### src/scope_edge_trigger_search_unit_macros.svh
// ----------------------------------------------------------------------------
// Edge trigger search unit: assertion macros
// Shared concurrent assertion forms, sampled on clk and disabled in reset.
// ----------------------------------------------------------------------------
`ifndef SCOPE_EDGE_TRIGGER_SEARCH_UNIT_MACROS_SVH
`define SCOPE_EDGE_TRIGGER_SEARCH_UNIT_MACROS_SVH

// Same-cycle implication
`define SETU_ASSERT_IMPL(label, ante, cons, msg) \
  label: assert property (@(posedge clk) disable iff (!rst_n) (ante) |-> (cons)) \
    else $error(msg);

// Next-cycle implication
`define SETU_ASSERT_NEXT(label, ante, cons, msg) \
  label: assert property (@(posedge clk) disable iff (!rst_n) (ante) |=> (cons)) \
    else $error(msg);

`endif

### src/setu_pkg.sv
// ----------------------------------------------------------------------------
// Edge trigger search unit: package
// Transaction types, configuration codes and search phases.
// ----------------------------------------------------------------------------
package setu_pkg;

  localparam int SAMPLE_W = 16;
  localparam int OFFSET_W = 16;  // sample index wraps at 65536 samples
  localparam int RUN_W    = 16;
  localparam int LEVEL_W  = 16;
  localparam int TOL_W    = 15;
  localparam int MODE_W   = 2;
  localparam int CIDX_W   = 2;
  localparam int CDATA_W  = 16;
  localparam int CMP_W    = LEVEL_W + 2;  // level +/- tolerance without overflow

  localparam logic [RUN_W-1:0] RUN_MAX = '1;

  // trigger modes
  localparam logic [MODE_W-1:0] MODE_BOTH  = 2'd0;
  localparam logic [MODE_W-1:0] MODE_RISE  = 2'd1;
  localparam logic [MODE_W-1:0] MODE_FALL  = 2'd2;
  localparam logic [MODE_W-1:0] MODE_NEVER = 2'd3;

  // register indexes
  localparam logic [CIDX_W-1:0] REG_MODE    = 2'd0;
  localparam logic [CIDX_W-1:0] REG_LEVEL   = 2'd1;
  localparam logic [CIDX_W-1:0] REG_TOL     = 2'd2;
  localparam logic [CIDX_W-1:0] REG_MIN_RUN = 2'd3;

  // reset values
  localparam logic [MODE_W-1:0]  MODE_RST    = MODE_RISE;
  localparam logic [RUN_W-1:0]   MIN_RUN_RST = 16'd10;

  typedef enum logic [1:0] {
    PH_ARM  = 2'd0,
    PH_SEEK = 2'd1,
    PH_RUN  = 2'd2,
    PH_DONE = 2'd3
  } phase_t;

  typedef struct packed {
    logic signed [SAMPLE_W-1:0] sample;
    logic                       last;
  } in_t;

  typedef struct packed {
    logic                found;
    logic [OFFSET_W-1:0] offset;
  } out_t;

  typedef struct packed {
    logic [MODE_W-1:0]         mode;
    logic signed [LEVEL_W-1:0] level;
    logic [TOL_W-1:0]          tol;
    logic [RUN_W-1:0]          min_run;
  } cfg_t;

endpackage

### src/setu_cfg_regs.sv
// ----------------------------------------------------------------------------
// Edge trigger search unit: configuration registers
// Write-only register file; always ready.
// ----------------------------------------------------------------------------
module setu_cfg_regs (
  input  logic                    clk,
  input  logic                    rst_n,
  input  logic                    cfg_valid,
  output logic                    cfg_ready,
  input  logic [setu_pkg::CIDX_W-1:0]  cfg_index,
  input  logic [setu_pkg::CDATA_W-1:0] cfg_data,
  output setu_pkg::cfg_t          cfg
);
  import setu_pkg::*;

  cfg_t cfg_r, cfg_nxt;

  assign cfg_ready = 1'b1;
  assign cfg       = cfg_r;

  always_comb begin
    cfg_nxt = cfg_r;
    if (cfg_valid) begin
      case (cfg_index)
        REG_MODE:    cfg_nxt.mode    = cfg_data[MODE_W-1:0];
        REG_LEVEL:   cfg_nxt.level   = cfg_data[LEVEL_W-1:0];
        REG_TOL:     cfg_nxt.tol     = cfg_data[TOL_W-1:0];
        REG_MIN_RUN: cfg_nxt.min_run = cfg_data[RUN_W-1:0];
        default:     cfg_nxt = cfg_r;
      endcase
    end
  end

  always_ff @(posedge clk) begin
    if (!rst_n) begin
      cfg_r.mode    <= MODE_RST;
      cfg_r.level   <= '0;
      cfg_r.tol     <= '0;
      cfg_r.min_run <= MIN_RUN_RST;
    end else begin
      cfg_r <= cfg_nxt;
    end
  end

endmodule

### src/setu_in_stage.sv
// ----------------------------------------------------------------------------
// Edge trigger search unit: input register
// Holds one sample transaction until the search core consumes it.
// ----------------------------------------------------------------------------
module setu_in_stage (
  input  logic          clk,
  input  logic          rst_n,
  input  logic          in_valid,
  output logic          in_stall,
  input  setu_pkg::in_t in_data,
  output logic          item_vld,
  output setu_pkg::in_t item,
  input  logic          adv
);
  import setu_pkg::*;

  logic vld_r, vld_nxt;
  in_t  data_r, data_nxt;
  logic take;

  assign in_stall = vld_r && !adv;
  assign take     = in_valid && !in_stall;
  assign item_vld = vld_r;
  assign item     = data_r;

  always_comb begin
    vld_nxt  = vld_r;
    data_nxt = data_r;
    if (take) begin
      vld_nxt  = 1'b1;
      data_nxt = in_data;
    end else if (adv) begin
      vld_nxt = 1'b0;
    end
  end

  always_ff @(posedge clk) begin
    if (!rst_n) begin
      vld_r <= 1'b0;
    end else begin
      vld_r <= vld_nxt;
    end
  end

  always_ff @(posedge clk) begin
    data_r <= data_nxt;
  end

endmodule

### src/setu_search_core.sv
// ----------------------------------------------------------------------------
// Edge trigger search unit: search core
// Per-sample trigger decision and capture state.
// ----------------------------------------------------------------------------
`include "scope_edge_trigger_search_unit_macros.svh"

module setu_search_core (
  input  logic           clk,
  input  logic           rst_n,
  input  setu_pkg::cfg_t cfg,
  input  logic           item_vld,
  input  setu_pkg::in_t  item,
  input  logic           out_free,
  output logic           adv,
  output logic           res_vld,
  output setu_pkg::out_t res
);
  import setu_pkg::*;

  phase_t              phase_r, phase_nxt;
  logic [OFFSET_W-1:0] idx_r, idx_nxt;
  logic [RUN_W-1:0]    run_len_r, run_len_nxt;
  logic [OFFSET_W-1:0] run_start_r, run_start_nxt;
  logic                pol_r, pol_nxt;

  logic signed [CMP_W-1:0] s_x, lvl_x, tol_x, arm_lo, arm_hi;
  logic ge, le, armed, past, hit;
  logic [OFFSET_W-1:0] pos;

  assign s_x    = {{(CMP_W-SAMPLE_W){item.sample[SAMPLE_W-1]}}, item.sample};
  assign lvl_x  = {{(CMP_W-LEVEL_W){cfg.level[LEVEL_W-1]}}, cfg.level};
  assign tol_x  = {{(CMP_W-TOL_W){1'b0}}, cfg.tol};
  assign arm_lo = lvl_x - tol_x;
  assign arm_hi = lvl_x + tol_x;
  assign ge     = s_x >= lvl_x;
  assign le     = s_x <= lvl_x;
  assign armed  = (cfg.mode == MODE_RISE) ? (s_x <= arm_lo) : (s_x >= arm_hi);
  assign past   = (cfg.mode == MODE_RISE) ? ge : le;

  always_comb begin
    phase_t ph;
    logic   pol;
    ph            = phase_r;
    pol           = pol_r;
    phase_nxt     = phase_r;
    idx_nxt       = idx_r;
    run_len_nxt   = run_len_r;
    run_start_nxt = run_start_r;
    pol_nxt       = pol_r;
    hit           = 1'b0;
    pos           = '0;

    if (phase_r != PH_DONE) begin
      case (cfg.mode)
        MODE_BOTH: begin
          if (phase_r == PH_ARM) begin
            pol       = ge;
            pol_nxt   = ge;
            phase_nxt = PH_SEEK;
          end
          if (le == pol) begin
            hit = 1'b1;
            pos = idx_r;
          end
        end
        MODE_RISE, MODE_FALL: begin
          if (ph == PH_ARM && armed) begin
            ph = PH_SEEK;
          end
          phase_nxt = ph;
          if (ph == PH_SEEK) begin
            if (past) begin
              run_start_nxt = idx_r;
              run_len_nxt   = RUN_W'(1);
              phase_nxt     = PH_RUN;
            end
          end else if (ph == PH_RUN) begin
            if (past) begin
              if (run_len_r != RUN_MAX) begin
                run_len_nxt = run_len_r + RUN_W'(1);
              end
            end else if (run_len_r >= cfg.min_run) begin
              hit = 1'b1;
              pos = run_start_r;
            end else begin
              run_len_nxt = '0;
              phase_nxt   = PH_SEEK;
            end
          end
        end
        default: begin
          phase_nxt = phase_r;
        end
      endcase
    end

    if (hit) begin
      phase_nxt = PH_DONE;
    end

    if (item.last) begin
      phase_nxt     = PH_ARM;
      idx_nxt       = '0;
      run_len_nxt   = '0;
      run_start_nxt = '0;
      pol_nxt       = 1'b0;
    end else begin
      idx_nxt = idx_r + OFFSET_W'(1);
    end
  end

  // a done phase means this capture already reported
  assign res_vld    = item_vld && (hit || (item.last && phase_r != PH_DONE));
  assign res.found  = hit;
  assign res.offset = hit ? pos : '0;
  assign adv        = item_vld && (out_free || !res_vld);

  always_ff @(posedge clk) begin
    if (!rst_n) begin
      phase_r     <= PH_ARM;
      idx_r       <= '0;
      run_len_r   <= '0;
      run_start_r <= '0;
      pol_r       <= 1'b0;
    end else if (adv) begin
      phase_r     <= phase_nxt;
      idx_r       <= idx_nxt;
      run_len_r   <= run_len_nxt;
      run_start_r <= run_start_nxt;
      pol_r       <= pol_nxt;
    end
  end

  `SETU_ASSERT_IMPL(a_miss_only_on_last, adv && res_vld && !res.found, item.last,
                    "not-found result on a sample other than the last")
  `SETU_ASSERT_IMPL(a_miss_zero_offset, res_vld && !res.found, res.offset == '0,
                    "not-found result carries a nonzero offset")
  `SETU_ASSERT_NEXT(a_last_clears, adv && item.last,
                    phase_r == PH_ARM && idx_r == '0 && run_len_r == '0,
                    "capture state not cleared after last sample")
  `SETU_ASSERT_IMPL(a_arm_no_run, phase_r == PH_ARM, run_len_r == '0,
                    "run length held while arming")

endmodule

### src/setu_out_stage.sv
// ----------------------------------------------------------------------------
// Edge trigger search unit: result register
// Holds one result transaction until the consumer takes it.
// ----------------------------------------------------------------------------
module setu_out_stage (
  input  logic           clk,
  input  logic           rst_n,
  input  logic           load,
  input  setu_pkg::out_t res,
  output logic           out_free,
  output logic           out_valid,
  input  logic           out_stall,
  output setu_pkg::out_t out_data
);
  import setu_pkg::*;

  logic vld_r, vld_nxt;
  out_t data_r, data_nxt;

  assign out_free  = !vld_r || !out_stall;
  assign out_valid = vld_r;
  assign out_data  = data_r;

  always_comb begin
    vld_nxt  = vld_r;
    data_nxt = data_r;
    if (load) begin
      vld_nxt  = 1'b1;
      data_nxt = res;
    end else if (!out_stall) begin
      vld_nxt = 1'b0;
    end
  end

  always_ff @(posedge clk) begin
    if (!rst_n) begin
      vld_r <= 1'b0;
    end else begin
      vld_r <= vld_nxt;
    end
  end

  always_ff @(posedge clk) begin
    data_r <= data_nxt;
  end

endmodule

### src/scope_edge_trigger_search_unit.sv
// ----------------------------------------------------------------------------
// Scope edge trigger search unit
// Path: a sample accepted into the input register shows its result on out_valid
// once the core has loaded that result into the result register.
// Throughput: one sample per cycle unless a result waits on the result register.
// Reset: synchronous, active low; clears capture state, loads register defaults.
// ----------------------------------------------------------------------------
module scope_edge_trigger_search_unit (
  input  logic                         clk,
  input  logic                         rst_n,
  // sample stream
  input  logic                         in_valid,
  output logic                         in_stall,
  input  setu_pkg::in_t                in_data,
  // one result per capture
  output logic                         out_valid,
  input  logic                         out_stall,
  output setu_pkg::out_t               out_data,
  // register writes
  input  logic                         cfg_valid,
  output logic                         cfg_ready,
  input  logic [setu_pkg::CIDX_W-1:0]  cfg_index,
  input  logic [setu_pkg::CDATA_W-1:0] cfg_data
);
  import setu_pkg::*;

  cfg_t cfg;
  in_t  item;
  out_t res;
  logic item_vld;
  logic adv;
  logic res_vld;
  logic out_free;

  // Mode, level, hysteresis, minimum run; write only while idle (not enforced).
  setu_cfg_regs u_cfg (
    .clk       (clk),
    .rst_n     (rst_n),
    .cfg_valid (cfg_valid),
    .cfg_ready (cfg_ready),
    .cfg_index (cfg_index),
    .cfg_data  (cfg_data),
    .cfg       (cfg)
  );

  // Input register. It drains whenever the core consumes the held sample, so
  // a new transaction is taken in the same cycle the old one moves on.
  setu_in_stage u_in (
    .clk      (clk),
    .rst_n    (rst_n),
    .in_valid (in_valid),
    .in_stall (in_stall),
    .in_data  (in_data),
    .item_vld (item_vld),
    .item     (item),
    .adv      (adv)
  );

  // Search core: compares against level and level +/- tolerance, tracks the
  // arm / seek / run / done phase, sample index and run length. A sample that
  // produces no result moves on even while the result register is blocked;
  // only a sample that produces a result waits for a free slot.
  setu_search_core u_core (
    .clk      (clk),
    .rst_n    (rst_n),
    .cfg      (cfg),
    .item_vld (item_vld),
    .item     (item),
    .out_free (out_free),
    .adv      (adv),
    .res_vld  (res_vld),
    .res      (res)
  );

  // Result register: found flag and trigger offset, one per capture.
  setu_out_stage u_out (
    .clk       (clk),
    .rst_n     (rst_n),
    .load      (adv && res_vld),
    .res       (res),
    .out_free  (out_free),
    .out_valid (out_valid),
    .out_stall (out_stall),
    .out_data  (out_data)
  );

endmodule
### config.mk
export PLATFORM = sky130hd
export DESIGN_NAME = scope_edge_trigger_search_unit
export DESIGN_NICKNAME = d
export VERILOG_FILES = /design/src/setu_pkg.sv /design/src/setu_cfg_regs.sv /design/src/setu_in_stage.sv /design/src/setu_search_core.sv /design/src/setu_out_stage.sv /design/src/scope_edge_trigger_search_unit.sv
export VERILOG_INCLUDE_DIRS = /design/src /design/src/src
export SDC_FILE = /design/constraint.sdc
export NUM_CORES = 1
export LEC_CHECK = 0
export ABC_CLOCK_PERIOD_IN_PS = 7600
export BUFFER_PORTS_ARGS = -buffer_cell sky130_fd_sc_hd__buf_2
export CORE_MARGIN = 1
export CORE_UTILIZATION = 45
export CTS_CLUSTER_SIZE = 25
export DETAILED_ROUTE_END_ITERATION = 16
export SLEW_MARGIN = 0
export SYNTH_ARGS = -nofsm -noshare
export SYNTH_HDL_FRONTEND = slang
export SYNTH_SLANG_ARGS = --single-unit
### constraint.sdc
create_clock -name clk -period 7.6 [get_ports clk]
set_input_delay 0.76 -clock clk [delete_from_list [all_inputs] [get_ports clk]]
set_output_delay 0.76 -clock clk [all_outputs]
set_load 0.01 [all_outputs]
; ---- Word level (Yosys, flattened, before mapping)
; Index checks and enable logic that the tools add are counted.
[word_totals]
output_inout_bits = 20
mem_bits_rw = 0
mem_count = 0
input_bits = 40
mem_bits_ro = 0
regBits = 136
word_cells = 127
latch_bits = 0
[op_classes]
div_mod_pow = 0
n_eq_ne = 15
mul = 0
n_bitwise = 0
n_lt_le_gt_ge = 5
add_sub_neg = 4
n_shift = 0
mux = 51
n_reduce_logical = 37
[ops]
columns = operator, count
row1 = $mux W16, 20
row2 = $add A16 B1 Y16 const B, 2
row3 = $ge A16 B16 Y1, 2
row4 = $pmux W16 S2, 1
row5 = $mux W2, 12
row6 = $add A16 B16 Y17, 1
row7 = $ge A16 B17 Y1, 1
row8 = $le A16 B17 Y1, 1
row9 = $sub A16 B16 Y17, 1
row10 = $le A16 B16 Y1, 1
row11 = $mux W1, 16
row12 = $ne A16 B16 Y1 const B, 1
row13 = $reduce_bool A2 Y1, 6
row14 = $reduce_and A2 Y1, 5
row15 = $eq A2 B2 Y1 const B, 4
row16 = $logic_and A1 B1 Y1, 7
row17 = $reduce_and A7 Y1, 1
row18 = $eq A2 B1 Y1 const B, 3
row19 = $logic_not A2 Y1, 3
row20 = $ne A3 B2 Y1 const B, 2
row21 = $reduce_bool A3 Y1, 2
row22 = $logic_not A1 Y1, 5
row23 = $reduce_and A5 Y1, 1
row24 = $ne A4 B2 Y1 const B, 1
row25 = other kinds (11), 13

; ---- Longest topological paths before layout
[logic_depth]
depth_word = 22
ltp_mapped = 26
ltp_nobuf = 24

; ---- Cells and area by module
; A second synthesis with hierarchy kept.
[unflattened]
hier_cells = 994
hier_area_um2 = 8809.7
[modules_own_cells]
columns = mod, area_per_inst_um2, n_inst, seq_area_each_um2, cells_each
row1 = setu_search_core, 5764.3, 1, 1021.0, 763
row2 = setu_cfg_regs, 1935.6, 1, 980.9, 188
row3 = setu_in_stage, 558.0, 1, 530.5, 21
row4 = setu_out_stage, 545.5, 1, 530.5, 21
row5 = scope_edge_trigger_search_unit, 6.3, 1, 0.0, 1

; ---- Least setup slack after synthesis
; No wires, ideal clock.
[synth_timing]
path_kind = register -> register
startpoint = reg u_cfg.cfg_r (netlist bit u_cfg.cfg[16])
endpoint = reg u_core.run_len_r[11]
arrival_time_ps = 5209
slack_ps = 2332
stages_incl_launch_ff = 27
n_path_buf = 2
setup_ps = 59
t_required_ps = 7541
period_less_slack_ps = 5268
cell_sequence = dfxtp_1 -> ha_1 -> inv_1 -> fa_1 -> o21bai_1 -> a21oi_1 -> o21bai_1 -> a21oi_1 -> o21bai_1 -> a21oi_1 -> o311ai_0 -> a31oi_1 -> o21bai_1 -> a211o_1 -> ha_1 -> or3b_1 -> a211o_1 -> a2111oi_0 -> o21ai_1 -> a211oi_1 -> a311oi_1 -> or3_1 -> clkbuf_1 -> a211oi_2 -> buf_2 -> and4b_1 -> a31o_1
[synth_between]
elab_chain_cells = 18
word_cells_on_any_way = 28
classes_between = add/sub (2) / order compare (2) / eq/ne (4) / mux (12) / reduce/logical (8)
[synth_lines]
columns = element, line_no
row1 = start: declaration, setu_cfg_regs.sv:16  ; cfg_t cfg_r, cfg_nxt;
row2 = start signal: assignment, setu_cfg_regs.sv:41  ; cfg_r <= cfg_nxt;
row3 = $add A16 B16 Y17 or $sub A16 B16 Y17 (tied branches), "setu_search_core.sv:34, setu_search_core.sv:33"
row4 = $ge A16 B17 Y1 or $le A16 B17 Y1 (tied branches), setu_search_core.sv:37  ; assign armed = (cfg.mode == MODE_RISE) ? (s_x <= arm_lo) : (s_x >= arm_hi);
row5 = $mux W1 (*), setu_search_core.sv:37
row6 = $logic_and A1 B1 Y1 (*), setu_search_core.sv:67  ; if (ph == PH_ARM && armed) begin
row7 = $mux W2 (*), setu_search_core.sv:67
row8 = $mux W2 (*), setu_search_core.sv:54  ; case (cfg.mode)
row9 = $mux W2 (*), setu_search_core.sv:53  ; if (phase_r != PH_DONE) begin
row10 = $eq A2 B2 Y1, setu_search_core.sv:77  ; end else if (ph == PH_RUN) begin
row11 = (+2 left out), -
row12 = $pmux W1 S2, setu_search_core.sv:54
row13 = $mux W1, setu_search_core.sv:53
row14 = $logic_or A1 B1 Y1, setu_search_core.sv:113  ; assign res_vld = item_vld && (hit || (item.last && phase_r != PH_DONE));
row15 = $logic_and A1 B1 Y1, setu_search_core.sv:113
row16 = $logic_not A1 Y1, setu_search_core.sv:116  ; assign adv = item_vld && (out_free || !res_vld);
row17 = $logic_or A1 B1 Y1, setu_search_core.sv:116
row18 = $logic_and A1 B1 Y1, setu_search_core.sv:116
row19 = $reduce_and A7 Y1 (no source line), -
row20 = end signal: assignment, setu_search_core.sv:128  ; run_len_r <= run_len_nxt;
row21 = end: declaration, setu_search_core.sv:22  ; logic [RUN_W-1:0] run_len_r, run_len_nxt;
; Every way passes the cells marked *; elsewhere a longest branch is shown, timed or not. The select of a mux whose other input is x is not followed.
; A chain may end at the register's enable or synchronous reset.

; ---- Worst setup path after layout
[layout_timing]
startpoint = reg u_cfg.cfg_r (netlist bit u_cfg.cfg[16])
endpoint = reg u_core.run_len_r[2]
; The elaborated chain is that of the path after synthesis.

==> results.cfg <==
[timing]
final_max_slew_viol_count = 0
slew_headroom = 0.171
final_hold_viol_count = 0
rsz0062_at_grt = false
finalWorstSetupSlack_ns = 0.837
fmax_mhz = 148
period_needed_ns = 6.76
setup_viol_count_final = 0
post-route-period-util = 0.890
final.setup.tns_ns = 0
fin_skew_ns = 0.00939
worst_pin_slew_ns = 1.24

[floorplanning]
start_util = 0.464
coreArea_sq_um = 19000
pin_count = 60
die_h_um = 142
die_area_sq_um = 20100
rows = 50
fp.dieW_um = 142

[logic_synthesis]
synth_warnings = 0
post-synth-top-area-cell = dfxtp_1
ys_top_cells_by_count = nand2_1 (136), dfxtp_1 (102), ha_1 (101)
syn_nets = 1163
synth.cell_area_sq_um = 8790
synth_edf_count = 34
yosysTopAreaCellShare = 0.232
syn_inst = 1020
synth_ff_type = dfxtp_1
synth_most_common_cell = nand2_1
synthTopCellsByArea = dfxtp_1 (23%), ha_1 (14%), edfxtp_1 (12%)
yosysSeqAreaShare = 0.348
async_flop_share = 0
avgSynthCellArea_sq_um = 8.62
ys_types = 69
ys_seq_elements = 136

[detailed_routing]
viasPerCell = 5.46
ant_nets = 0
drt_iter0_drc = 471
drc_errors = 0
vias = 7228
drt_pre_antenna_iters = 5
routedWlPerCell_um = 16.1
finalWirelength_um = 21300

[worst_setup_path]
crit_required_ns = 7.92
arrival_ns = 7.08
path_cells = ha_1 -> inv_1 -> fa_1 -> o21bai_1 -> a21oi_1 -> o21bai_1 -> a21oi_1 -> o21bai_1 -> a21oi_1 -> o311ai_0 -> a31oi_1 -> o21bai_1 -> a211o_1 -> ha_1 -> or3b_1 -> a211o_1 -> a2111oi_0 -> o21ai_1 -> a211oi_1 -> a311oi_1 -> a31oi_2 -> a211oi_2 -> and4b_1 -> a31o_2
end_kind = flip-flop
crit_family = compound AO/OA/AOI/OAI gates
path_buf_inv = 1
path_max_fanout = 19
r2r_start = u_cfg.cfg[16]
rrSetupSlack_ns = 0.84
rr_worst_depth = 24
start_kind = flip-flop
reg2reg_to = u_core.run_len_r[2]
max_stage_delay_ns = 0.93
path_class = flip-flop to flip-flop
cp_num_cells = 24
crit_top_cell = o21bai_1
cp_slowest_cell = a31oi_2

[power_and_ir_drop]
power_mw = 1.97
powerDensity_nw_per_um2 = 200
leakage_nw = 3.95
vdd_ir_drop_max_mv = 0.152

[cts]
cts.sinks = 136
tritoncts = built
cts_root_buffer = clkbuf_16
clk_pin_slew_ns = 0.06
clk_latency_ns = 0.43
cts_hold_buf = 0
cts_resized = 0
cts.path.max_buffers = 2
htree_levels = 4
post_cts_buffers = 0
numCtsBuffers = 17

[placed_design]
port_buffers = 58
numPlacedInstances = 1291
dpl_worst_slack_ns = 0.933
gp_congestion = 0.867
postPlaceCellArea_sq_um = 9220
hpwl_um = 15600

[run]
drv_cap = 0

[global_routing]
gr-total-overflow = 0
grt_max_degree = 101
track_usage = 0.224
grt_pass1_vias = 6642
antenna_found_initial = 0
grt_first_pass_wirelength_um = 35000

[final_layout]
stdcell_area_sq_um = 9830
num_antenna_cells = 0
fin_nets = 1193
stdcell_count = 1323
syn2layout_area_growth_pct = 11.7
drive_above_1_share = 0.0988

[status]
status = complete, no violations

[hold_path]
hold_path_depth = 2
min_to = u_cfg.cfg[8]
hold_path.class = flip-flop to flip-flop
holdCritStartpoint = u_cfg.cfg[8]
-- report_power, final --
group | total, mW | internal, mW | switching [mW]
sequential | 0.781 | 0.761 | 0.0191
combinational | 0.329 | 0.130 | 0.199
clock | 0.855 | 0.514 | 0.342
total | 1.97 | 1.41 | 0.560
-- layer usage --
layer  vias to the layer above  share of wire  track usage
met5                         -              0            0
met4                         0          0.011       0.0566
met3                        19          0.034       0.0412
met2                       135           0.45        0.351
met1                      3401           0.51        0.315
li1                       3673              -            -
-- registers in the layout (all words and copies together), names as in the netlist, 2 cells and up --
name	cells
u_core.run_start_r	16
u_in.item	17
u_out.out_data	17
u_core.idx_r	16
u_cfg.cfg	49
u_core.phase_r	2
u_core.run_len_r	16
-- cells in the final DEF (no fill, tap or decap), types with 4 or more instances in the layout --
master	netlist	routed
buf_4	1	5
nor3_1	20	20
and3_1	22	22
a21o_1	14	14
nor3b_1	4	4
nand2b_1	9	9
o21ai_0	35	35
a21boi_0	49	49
nand3_1	18	18
o21a_1	19	19
clkbuf_16	0	18
mux2i_1	4	4
inv_1	79	79
or3_1	6	6
dfxtp_1	102	102
a211oi_1	4	4
ha_1	101	101
o211ai_1	11	11
a31oi_1	22	22
nand4_1	13	13
a31o_1	10	10
nor2b_1	27	26
a21oi_1	35	35
nor2_1	61	61
buf_2	5	58
nand2_1	136	136
a22oi_1	16	16
edfxtp_1	34	34
xor2_1	7	7
and4b_1	11	11
xnor2_1	30	30
o21bai_1	7	7
a32o_1	5	5
-- cell type report --
type	count	area, sq um
Timing Repair Buffer	63	328
Fill cell	1821	9130
Clock buffer	19	464
Inverter	80	300
Sequential cell	136	3060
Multi-Input combinational cell	752	5200
Tap cell	260	325
Clock inverter	13	140
-- how the worst max path moves through the flow --
stage                           end  slack [ns]           from
3_5_place_dp    u_core.run_len_r[2]        0.93  u_cfg.cfg[16]
5_1_grt         u_core.run_len_r[2]        0.39  u_cfg.cfg[16]
3_3_place_gp    u_core.run_len_r[2]        1.11  u_cfg.cfg[16]
6_report        u_core.run_len_r[2]        0.84  u_cfg.cfg[16]
4_1_cts         u_core.run_len_r[2]        0.88  u_cfg.cfg[16]
2_1_floorplan  u_core.run_len_r[11]        2.33  u_cfg.cfg[16]
-- worst reg2reg max path, cell delays in order, from the launching register on --
cell	delay (ns)
dfxtp_1	0.33
ha_1	0.19
inv_1	0.09
fa_1	0.23
o21bai_1	0.10
a21oi_1	0.23
o21bai_1	0.09
a21oi_1	0.24
o21bai_1	0.09
a21oi_1	0.34
o311ai_0	0.22
a31oi_1	0.28
o21bai_1	0.12
a211o_1	0.31
ha_1	0.28
or3b_1	0.37
a211o_1	0.29
a2111oi_0	0.40
o21ai_1	0.17
a211oi_1	0.23
a311oi_1	0.14
a31oi_2	0.93
a211oi_2	0.43
and4b_1	0.34
a31o_2	0.20
-- per-stage QoR --
stage	util	hold slack [ns]
after detailed placement	0.486	0.460
after floorplan	-	0.443
after global placement	0.486	0.455
after CTS	0.518	0.469
final	0.518	0.467
after global routing	0.518	0.481
-- logic make-up (layout without fill, tap and decap cells) --
family                   after synthesis  after routing  share of synthesized area
adder cells (fa/ha/maj)              103            103                      0.148
multiplexers                           5              5                    0.00612
XOR/XNOR                              37             37                     0.0369
other                                  1              1                   0.000426
AO/OA/AOI/OAI                        258            258                      0.205
AND/OR/NAND/NOR                      348            348                      0.195
flip-flops                           136            136                      0.348
buffers and inverters                132            175                     0.0600
(Power assumes the default switching activity.)
